<file path="config.mk">
export PLATFORM = sky130hd
export DESIGN_NAME = dns_name_label_encoder
export DESIGN_NICKNAME = d
export VERILOG_FILES = /design/src/design/dnle_pkg.sv /design/src/design/dnle_ram.sv /design/src/design/dnle_front.sv /design/src/design/dnle_queue.sv /design/src/design/dnle_back.sv /design/src/design/dns_name_label_encoder.sv
export VERILOG_INCLUDE_DIRS = /design/src /design/src/design
export SDC_FILE = /design/constraint.sdc
export NUM_CORES = 1
export LEC_CHECK = 0
export ABC_AREA = 1
export CELL_PAD_IN_SITES_DETAIL_PLACEMENT = 1
export CELL_PAD_IN_SITES_GLOBAL_PLACEMENT = 1
export CORE_MARGIN = 4
export CORE_UTILIZATION = 34
export DETAILED_ROUTE_END_ITERATION = 12
export DONT_BUFFER_PORTS = 1
export GPL_TIMING_DRIVEN = 0
export PLACE_DENSITY_LB_ADDON = 0.1
export SLEW_MARGIN = 20
export SYNTH_ARGS = -nofsm -noshare
export SYNTH_HDL_FRONTEND = slang
export SYNTH_HIERARCHICAL = 1
export SYNTH_SLANG_ARGS = --single-unit
</file>
<file path="constraint.sdc">
create_clock -name i_clk -period 7.8 [get_ports i_clk]
set_input_delay 1.56 -clock i_clk [delete_from_list [all_inputs] [get_ports i_clk]]
set_output_delay 1.56 -clock i_clk [all_outputs]
set_load 0.005 [all_outputs]
</file>
<file path="src/design/dns_name_label_encoder_defines.svh">
// Assertion macros shared by the encoder's top level.
`ifndef DNS_NAME_LABEL_ENCODER_DEFINES_SVH
`define DNS_NAME_LABEL_ENCODER_DEFINES_SVH

// Same-cycle implication, checked outside reset.
`define DNLE_ASSERT_NOW(lbl, ante, cons, msg) \
    lbl: assert property (@(posedge i_clk) disable iff (!i_rst_n) \
        (ante) |-> (cons)) else $error(msg);

// Next-cycle implication, checked outside reset.
`define DNLE_ASSERT_NEXT(lbl, ante, cons, msg) \
    lbl: assert property (@(posedge i_clk) disable iff (!i_rst_n) \
        (ante) |=> (cons)) else $error(msg);

`endif

</file>
<file path="src/design/dnle_pkg.sv">
`timescale 1ns / 1ps

package dnle_pkg;

    localparam logic [7:0] DOT_CHAR = 8'h2E;

    // Command codes passed from the front end to the back end.
    localparam logic [1:0] CMD_CHAR       = 2'd0;
    localparam logic [1:0] CMD_FLUSH      = 2'd1;
    localparam logic [1:0] CMD_FLUSH_TERM = 2'd2;
    localparam logic [1:0] CMD_TERM       = 2'd3;

    // Command queue geometry.
    localparam int QDEPTH = 2;
    localparam int QAW    = 1;
    localparam int QCW    = 2;

    typedef struct packed {
        logic [7:0] char_byte;
        logic       end_of_name;
    } t_in;

    typedef struct packed {
        logic [7:0] out_byte;
        logic       last_of_run;
        logic       name_done;
        logic       label_overflow;
    } t_out;

    typedef struct packed {
        logic [1:0] kind;
        logic [7:0] chr;
    } t_cmd;

    typedef struct packed {
        logic valid;
        t_cmd cmd;
    } t_push;

    typedef struct packed {
        logic full;
        logic empty;
    } t_qstat;

endpackage

</file>
<file path="src/design/dnle_ram.sv">
`timescale 1ns / 1ps

module dnle_ram #(
    parameter int WIDTH = 8,
    parameter int DEPTH = 62
) (
    input  logic                                       i_clk,
    input  logic                                       i_we,
    input  logic [((DEPTH > 1) ? $clog2(DEPTH) : 1)-1:0] i_waddr,
    input  logic [WIDTH-1:0]                           i_wdata,
    input  logic [((DEPTH > 1) ? $clog2(DEPTH) : 1)-1:0] i_raddr,
    output logic [WIDTH-1:0]                           o_rdata
);

    logic [WIDTH-1:0] r_mem [DEPTH];
    logic [WIDTH-1:0] r_rdata;

    always_ff @(posedge i_clk) begin
        if (i_we) begin
            r_mem[i_waddr] <= i_wdata;
        end
        r_rdata <= r_mem[i_raddr];
    end

    assign o_rdata = r_rdata;

endmodule

</file>
<file path="src/design/dnle_front.sv">
`timescale 1ns / 1ps

module dnle_front #(
    parameter int NAME_MAX = 254
) (
    input  logic              i_clk,
    input  logic              i_rst_n,
    input  logic              i_valid,
    input  dnle_pkg::t_in     i_data,
    output logic              o_stall,
    input  dnle_pkg::t_qstat  i_qstat,
    output dnle_pkg::t_push   o_push
);

    localparam int NW = $clog2(NAME_MAX + 1);
    localparam logic [NW-1:0] NAME_LIM = NW'(NAME_MAX);

    logic [NW-1:0] r_name_len, n_name_len;
    logic          r_prev_dot, n_prev_dot;
    logic          acc;

    assign o_stall = i_qstat.full;
    assign acc     = i_valid && !i_qstat.full;

    always_comb begin
        n_name_len     = r_name_len;
        n_prev_dot     = r_prev_dot;
        o_push.valid   = 1'b0;
        o_push.cmd.kind = dnle_pkg::CMD_CHAR;
        o_push.cmd.chr  = i_data.char_byte;
        if (acc) begin
            if (i_data.end_of_name) begin
                o_push.valid = 1'b1;
                if (r_name_len != '0 && !r_prev_dot) begin
                    o_push.cmd.kind = dnle_pkg::CMD_FLUSH_TERM;
                end else begin
                    o_push.cmd.kind = dnle_pkg::CMD_TERM;
                end
                n_name_len = '0;
                n_prev_dot = 1'b0;
            end else if (r_name_len < NAME_LIM) begin
                // Characters past the name limit are silently dropped.
                o_push.valid = 1'b1;
                n_name_len   = r_name_len + NW'(1);
                if (i_data.char_byte == dnle_pkg::DOT_CHAR) begin
                    o_push.cmd.kind = dnle_pkg::CMD_FLUSH;
                    n_prev_dot      = 1'b1;
                end else begin
                    n_prev_dot = 1'b0;
                end
            end
        end
    end

    always_ff @(posedge i_clk) begin
        if (!i_rst_n) begin
            r_name_len <= '0;
            r_prev_dot <= 1'b0;
        end else begin
            r_name_len <= n_name_len;
            r_prev_dot <= n_prev_dot;
        end
    end

endmodule

</file>
<file path="src/design/dnle_queue.sv">
`timescale 1ns / 1ps

module dnle_queue (
    input  logic              i_clk,
    input  logic              i_rst_n,
    input  dnle_pkg::t_push   i_push,
    input  logic              i_pop,
    output dnle_pkg::t_cmd    o_head,
    output dnle_pkg::t_qstat  o_qstat
);

    dnle_pkg::t_cmd             r_mem [dnle_pkg::QDEPTH];
    logic [dnle_pkg::QAW-1:0]   r_wp, r_rp;
    logic [dnle_pkg::QCW-1:0]   r_cnt;
    logic                       do_wr, do_rd;

    assign o_qstat.full  = (r_cnt == dnle_pkg::QCW'(dnle_pkg::QDEPTH));
    assign o_qstat.empty = (r_cnt == '0);
    assign do_wr = i_push.valid && !o_qstat.full;
    assign do_rd = i_pop && !o_qstat.empty;
    assign o_head = r_mem[r_rp];

    always_ff @(posedge i_clk) begin
        if (do_wr) begin
            r_mem[r_wp] <= i_push.cmd;
        end
    end

    always_ff @(posedge i_clk) begin
        if (!i_rst_n) begin
            r_wp  <= '0;
            r_rp  <= '0;
            r_cnt <= '0;
        end else begin
            if (do_wr) begin
                r_wp <= r_wp + dnle_pkg::QAW'(1);
            end
            if (do_rd) begin
                r_rp <= r_rp + dnle_pkg::QAW'(1);
            end
            if (do_wr && !do_rd) begin
                r_cnt <= r_cnt + dnle_pkg::QCW'(1);
            end else if (do_rd && !do_wr) begin
                r_cnt <= r_cnt - dnle_pkg::QCW'(1);
            end
        end
    end

endmodule

</file>
<file path="src/design/dnle_back.sv">
`timescale 1ns / 1ps

module dnle_back #(
    parameter int LABEL_MAX = 62
) (
    input  logic              i_clk,
    input  logic              i_rst_n,
    input  dnle_pkg::t_cmd    i_cmd,
    input  dnle_pkg::t_qstat  i_qstat,
    output logic              o_pop,
    output logic              o_valid,
    output dnle_pkg::t_out    o_data,
    input  logic              i_stall
);

    localparam int LW = $clog2(LABEL_MAX + 1);
    localparam int AW = (LABEL_MAX > 1) ? $clog2(LABEL_MAX) : 1;
    localparam logic [LW-1:0] LABEL_LIM = LW'(LABEL_MAX);

    localparam logic [1:0] ST_IDLE = 2'd0;
    localparam logic [1:0] ST_LEN  = 2'd1;
    localparam logic [1:0] ST_DATA = 2'd2;
    localparam logic [1:0] ST_TERM = 2'd3;

    logic [1:0]     r_state, n_state;
    logic [LW-1:0]  r_len, n_len;
    logic [LW-1:0]  r_idx, n_idx;
    logic           r_ovf, n_ovf;
    logic           r_term, n_term;
    logic           r_ov;
    dnle_pkg::t_out r_out;

    logic           out_free, load, we;
    dnle_pkg::t_out ld;
    logic [LW-1:0]  last_idx;
    logic [7:0]     rd_data;

    assign out_free = !r_ov || !i_stall;
    assign last_idx = r_len - LW'(1);

    // Read address follows the next index so that the registered read data
    // always matches the current index.
    dnle_ram #(
        .WIDTH(8),
        .DEPTH(LABEL_MAX)
    ) u_store (
        .i_clk  (i_clk),
        .i_we   (we),
        .i_waddr(r_len[AW-1:0]),
        .i_wdata(i_cmd.chr),
        .i_raddr(n_idx[AW-1:0]),
        .o_rdata(rd_data)
    );

    always_comb begin
        n_state = r_state;
        n_len   = r_len;
        n_idx   = r_idx;
        n_ovf   = r_ovf;
        n_term  = r_term;
        we      = 1'b0;
        o_pop   = 1'b0;
        load    = 1'b0;
        ld      = '0;
        case (r_state)
            ST_IDLE: begin
                if (!i_qstat.empty) begin
                    o_pop = 1'b1;
                    case (i_cmd.kind)
                        dnle_pkg::CMD_CHAR: begin
                            if (r_len < LABEL_LIM) begin
                                we    = 1'b1;
                                n_len = r_len + LW'(1);
                            end else begin
                                n_ovf = 1'b1;
                            end
                        end
                        dnle_pkg::CMD_FLUSH: begin
                            n_term  = 1'b0;
                            n_idx   = '0;
                            n_state = ST_LEN;
                        end
                        dnle_pkg::CMD_FLUSH_TERM: begin
                            n_term  = 1'b1;
                            n_idx   = '0;
                            n_state = ST_LEN;
                        end
                        dnle_pkg::CMD_TERM: begin
                            n_state = ST_TERM;
                        end
                        default: begin
                        end
                    endcase
                end
            end
            ST_LEN: begin
                if (out_free) begin
                    load              = 1'b1;
                    ld.out_byte       = 8'(r_len);
                    ld.last_of_run    = (r_len == '0) && !r_term;
                    ld.label_overflow = r_ovf;
                    if (r_len == '0) begin
                        n_ovf   = 1'b0;
                        n_state = r_term ? ST_TERM : ST_IDLE;
                    end else begin
                        n_state = ST_DATA;
                    end
                end
            end
            ST_DATA: begin
                if (out_free) begin
                    load              = 1'b1;
                    ld.out_byte       = rd_data;
                    ld.last_of_run    = (r_idx == last_idx) && !r_term;
                    ld.label_overflow = r_ovf;
                    if (r_idx == last_idx) begin
                        n_len   = '0;
                        n_ovf   = 1'b0;
                        n_state = r_term ? ST_TERM : ST_IDLE;
                    end else begin
                        n_idx = r_idx + LW'(1);
                    end
                end
            end
            ST_TERM: begin
                if (out_free) begin
                    load           = 1'b1;
                    ld.last_of_run = 1'b1;
                    ld.name_done   = 1'b1;
                    n_len          = '0;
                    n_ovf          = 1'b0;
                    n_state        = ST_IDLE;
                end
            end
            default: begin
                n_state = ST_IDLE;
            end
        endcase
    end

    always_ff @(posedge i_clk) begin
        if (!i_rst_n) begin
            r_state <= ST_IDLE;
            r_len   <= '0;
            r_idx   <= '0;
            r_ovf   <= 1'b0;
            r_term  <= 1'b0;
            r_ov    <= 1'b0;
        end else begin
            r_state <= n_state;
            r_len   <= n_len;
            r_idx   <= n_idx;
            r_ovf   <= n_ovf;
            r_term  <= n_term;
            if (load) begin
                r_ov <= 1'b1;
            end else if (!i_stall) begin
                r_ov <= 1'b0;
            end
        end
    end

    always_ff @(posedge i_clk) begin
        if (load) begin
            r_out <= ld;
        end
    end

    assign o_valid = r_ov;
    assign o_data  = r_out;

endmodule

</file>
<file path="src/design/dns_name_label_encoder.sv">
`timescale 1ns / 1ps
// Encodes a dotted domain name into DNS wire format, one character per request.
// Input channel: i_valid, i_data (char_byte, end_of_name), o_stall. A request
// is taken at a rising edge with i_valid high and o_stall low. A dot sends the
// current label as its length byte and its characters; an end-of-name request
// sends the pending label (unless the name ended on a dot) and a zero byte.
// Output channel: o_valid, o_data, i_stall. During a flush, one result byte
// per cycle while the receiver does not stall; last_of_run marks the final
// byte of a request. Each character is written into the label store when its
// command is taken and read back out on flush; length bytes and terminators
// come from the back end's own states. The label store has one write and one
// read port. With the queue empty and the back end idle, the first byte of a
// flush goes through the queue, the back end's length state and the output
// register before o_valid rises. A two-entry command queue sits between the
// front end and the back end, so input is taken while the back end is flushing.
// Reset (synchronous, active low) empties the queue and clears the name and
// label state. When the receiver stalls, the output holds; the back end then
// stops, the queue fills and o_stall rises.
`include "dns_name_label_encoder_defines.svh"

module dns_name_label_encoder #(
    parameter int LABEL_MAX = 62,
    parameter int NAME_MAX  = 254
) (
    input  logic            i_clk,
    input  logic            i_rst_n,
    input  logic            i_valid,
    input  dnle_pkg::t_in   i_data,
    output logic            o_stall,
    output logic            o_valid,
    output dnle_pkg::t_out  o_data,
    input  logic            i_stall
);

    dnle_pkg::t_push  push;
    dnle_pkg::t_cmd   head;
    dnle_pkg::t_qstat qstat;
    logic             pop;

    // Front end: counts name characters, drops excess ones and turns each
    // request that it keeps into a command.
    dnle_front #(
        .NAME_MAX(NAME_MAX)
    ) u_front (
        .i_clk  (i_clk),
        .i_rst_n(i_rst_n),
        .i_valid(i_valid),
        .i_data (i_data),
        .o_stall(o_stall),
        .i_qstat(qstat),
        .o_push (push)
    );

    dnle_queue u_queue (
        .i_clk  (i_clk),
        .i_rst_n(i_rst_n),
        .i_push (push),
        .i_pop  (pop),
        .o_head (head),
        .o_qstat(qstat)
    );

    // Back end: stores label characters and sequences the wire-format bytes.
    dnle_back #(
        .LABEL_MAX(LABEL_MAX)
    ) u_back (
        .i_clk  (i_clk),
        .i_rst_n(i_rst_n),
        .i_cmd  (head),
        .i_qstat(qstat),
        .o_pop  (pop),
        .o_valid(o_valid),
        .o_data (o_data),
        .i_stall(i_stall)
    );

    // The terminator always closes its request and carries no overflow flag.
    `DNLE_ASSERT_NOW(a_term_last, o_valid && o_data.name_done, o_data.last_of_run && !o_data.label_overflow && o_data.out_byte == 8'd0, "terminator malformed")
    // The queue can never be both full and empty.
    `DNLE_ASSERT_NOW(a_queue_sane, 1'b1, !(qstat.full && qstat.empty), "queue status inconsistent")
    // The input side stalls only when the queue is full.
    `DNLE_ASSERT_NOW(a_stall_full, o_stall, qstat.full, "stall without full queue")

endmodule

</file>
==> qor.yml <==
synthesis:
  synth-seq-area-share_pct: 68.9
  synth_top_area_cell: "edfxtp_1"
  syn_inst: 2209
  synth_fp_nets: 2237
  average_instance_area_after_synthesis_um2: 10.9
  synthesis.yosys.warnings: 6
  synth_largest_type_area_fraction_pct: 65.6
  synth-seq-cells: 566
  netlist_top_cells_area: "edfxtp_1 66%, nand2_1 11%, nand3_1 9.5%"
  number_of_distinct_library_cell_variants_in_the_gate_level_netlist_after_synthesis: 36
  synthesis.area_um2: 24100
route:
  route.antenna.remaining_nets: 0
  route.met3.wl_um: 3570
  drt_iter0_markers: 1315
  highest-signal-layer: "met4"
  wirelength_um: 82500
  routedLengthMet1_um: 37500
  drt_drc_violations_left: 0
  detailed_route_wire_length_per_cell_um: 25.1
  route.vias.total: 17051
  post_drt_via_cell_ratio: 5.19
  drtPass1Iterations: 6
  met2RoutedLength_um: 39500
timing:
  rsz0062_at_grt: "no"
  final_period_minus_worst_setup_slack_ns: 4.87
  finalSetupTns_ns: 0
  finalHoldViolCount: 0
  fin_worst_skew_ns: 0.0252
  timing.slew.headroom_pct: 28.7
  max_freq_mhz: 205
  hold_ws_ns: 0.509
  setup_viol: 0
  period_share_pct: 62.5
  worst_pin_slew_ns: 1.07
  slew_viol_final: 0
grt:
  grt_first_pass_wirelength_um: 120000
  grt-ovfl-total: 0
  track_usage_pct: 22.0
  antenna_found_initial: 1
  grt_max_degree: 47
  vias_in_the_first_global_route: 17359
clocking:
  tritoncts.num_buffers: 66
  clk_transition_reported_paths_ns: 0.06
  cts.sinks: 566
  ctsHoldBuffers: 0
  ctsHtreeMaxLevel: 3
  post_cts_buffers: 0
  cts_max_path_buffers: 3
  cts_root_buffer: "clkbuf_16"
  clock_insertion_delay_worst_skew_ns: 0.60
  post_cts.resized_instances: 0
  tritoncts_clock_tree: "done"
outcome:
  status: "finished clean"
cells_and_area:
  final_antenna_diode_count: 0
  final_net_count: 2319
  finalNonFillerCells: 3283
  syn_to_final_growth_pct: 14.8
  most-common-layout-cells: "709 x nand2_1, 527 x edfxtp_1, 460 x nand3_1, 115 x nor2_1, 74 x inv_1"
  layout-drive-gt1-share_pct: 10.4
  final_design_area_no_fill_um2: 27700
  final_common_cell: "nand2_1"
  nFillCells: 7740
pwr:
  total_power_w: 0.0101
  pwr-share-comb_pct: 32.2
  power_switching_share_pct: 37.0
  total_leakage_power_nw: 10.0
  power.internal_w: 0.00639
  sequentialPowerShare_pct: 37.8
  total_switching_power_w: 0.00376
  clock_power_share_pct: 30.0
  peakVddDrop_v: 0.000218
  power.density_cell_area_nw_per_um2: 367
flow_run:
  drv_cap: 0
floorplanning:
  floorplan.io_pins: 26
  rows: 97
  die_area_um2: 75200
  core-area_um2: 70100
  floorplan.die.height_um: 274
  initial_core_util_pct: 34.4
  die-width_um: 274
setup_path:
  endpoint_kind: "flop"
  critical_path_at_ns: 5.31
  cp_slowest_stage_delay_ns: 0.76
  timing.critical_path.cells: "inv_1, ha_1, inv_1, nand2_1, nand2_1, nor2_4, nand2_2, nor2_4, nand3_4, nand2_1, inv_1, nand2_1, nand3_1, nand2_1, buf_2, buf_2, buf_2, nand3_1, nand3_1, nand2_1, nand2_1, nand3_1, nand3_1, nand2_1"
  crit_required_ns: 8.23
  timing.critical_path.mode_cell: "nand2_1"
  worst-setup-path-type: "flop to flop"
  timing.critical_path.from_type: "flop"
  slowest_stage: "dfxtp_1"
  critPathMaxFanout: 12
placement:
  placedInstanceArea_um2: 25600
  detailedPlacementHpwl_um: 58600
  global_placer_s_final_weighted_congestion: 0.889
  count_of_port_buffers_added_during_placement: 0
  placed_cells: 3163
min_path:
  hold_wc_path_type: "flop to flop"
==> final timing paths <==
path	from	to	slack, ns	depth (start not counted)
worst max register to register	u_back/r_len[1]	u_back/u_store/o_rdata[4]	2.93	24
worst max-delay path	u_back/r_len[1]	u_back/u_store/o_rdata[4]	2.93	24
worst min register to register	u_back/r_term	u_back/r_term	0.51	2
worst min-delay path	u_back/r_term	u_back/r_term	0.51	2
==> worst max-delay path: cells and delay by family, from the launching register on <==
family,cells,cell delay (ns)
buffers and inverters,6,1.52
adders and majority gates,1,0.42
and+or+nand+nor,17,1.96
DFF,1,0.76
==> area by class of cell <==
cell class	count	area (um2)	area share, %
Buffer	122	653	2.36
Multi-Input combinational cell	1437	6600	23.8
Inverter	84	315	1.14
Clock buffer	90	1850	6.67
Timing Repair Buffer	14	213	0.769
Sequential cell	566	16600	60.0
Tap cell	940	1180	4.25
Clock inverter	30	269	0.972
==> metal layers <==
metal  track usage [%]  up-vias
li1                  -     7821
met1              30.7     8739
met4              5.82        0
met3              2.69       92
met5                 0        -
met2              36.6      399
==> per-stage QoR <==
stage                     setup slack, ns  utilization (%)
after detailed placement             2.96             36.4
after global placement               2.84             36.0
final                                2.93             39.5
after floorplan                      4.47                -
after global routing                 2.69             39.5
after CTS                            2.96             39.5
==> kinds of logic after synthesis <==
group | Yosys count | share of synthesized area, %
compound gates | 58 | 1.35
xor+xnor | 6 | 0.218
fa+ha+maj | 15 | 0.778
buf+inv | 206 | 4.02
flops | 566 | 68.9
mux | 10 | 0.467
simple gates | 1348 | 24.3
==> synthesized netlist by cell type <==
| cell type | count |
|---|---|
| a211oi_1 | 1 |
| a211oi_4 | 1 |
| a21boi_0 | 1 |
| a21boi_1 | 1 |
| a21oi_1 | 19 |
| a31oi_1 | 1 |
| buf_1 | 14 |
| buf_2 | 57 |
| buf_4 | 29 |
| buf_6 | 2 |
| clkbuf_1 | 20 |
| dfxtp_1 | 39 |
| edfxtp_1 | 527 |
| ha_1 | 15 |
| inv_1 | 74 |
| inv_2 | 10 |
| mux2_2 | 10 |
| nand2_1 | 709 |
| nand2_2 | 7 |
| nand2_4 | 4 |
| nand3_1 | 460 |
| nand3_4 | 2 |
| nand3b_1 | 1 |
| nand4_1 | 20 |
| nor2_1 | 115 |
| nor2_2 | 5 |
| nor2_4 | 7 |
| nor3_1 | 12 |
| nor4_1 | 6 |
| o21ai_0 | 27 |
| o21ai_1 | 3 |
| o21ai_2 | 2 |
| o21bai_1 | 1 |
| o22ai_1 | 1 |
| xnor2_1 | 1 |
| xor2_1 | 5 |
==> power by group through the flow <==
stage	Sequential (W)	Clock, W	Combinational (W)
global route	0.00385	0.00325	0.00356
CTS	0.00384	0.00311	0.00331
finish	0.00384	0.00304	0.00327
global placement	0.00392	0	0.00314
floorplan	0.00387	0	0.00182
detailed placement	0.00390	0	0.00330
==> flip-flops by register name, indices dropped and copies added, names as in the netlist, 2 cells and up, named ones only <==
register / cells
u_back/o_data: 11
u_back/r_idx: 6
u_queue/r_mem: 20
u_back/u_store/r_mem: 496
u_queue/r_cnt: 2
u_back/u_store/o_rdata: 8
u_front/r_name_len: 8
u_back/r_state: 2
u_back/r_len: 6
Power figures use the tool's default switching activity.
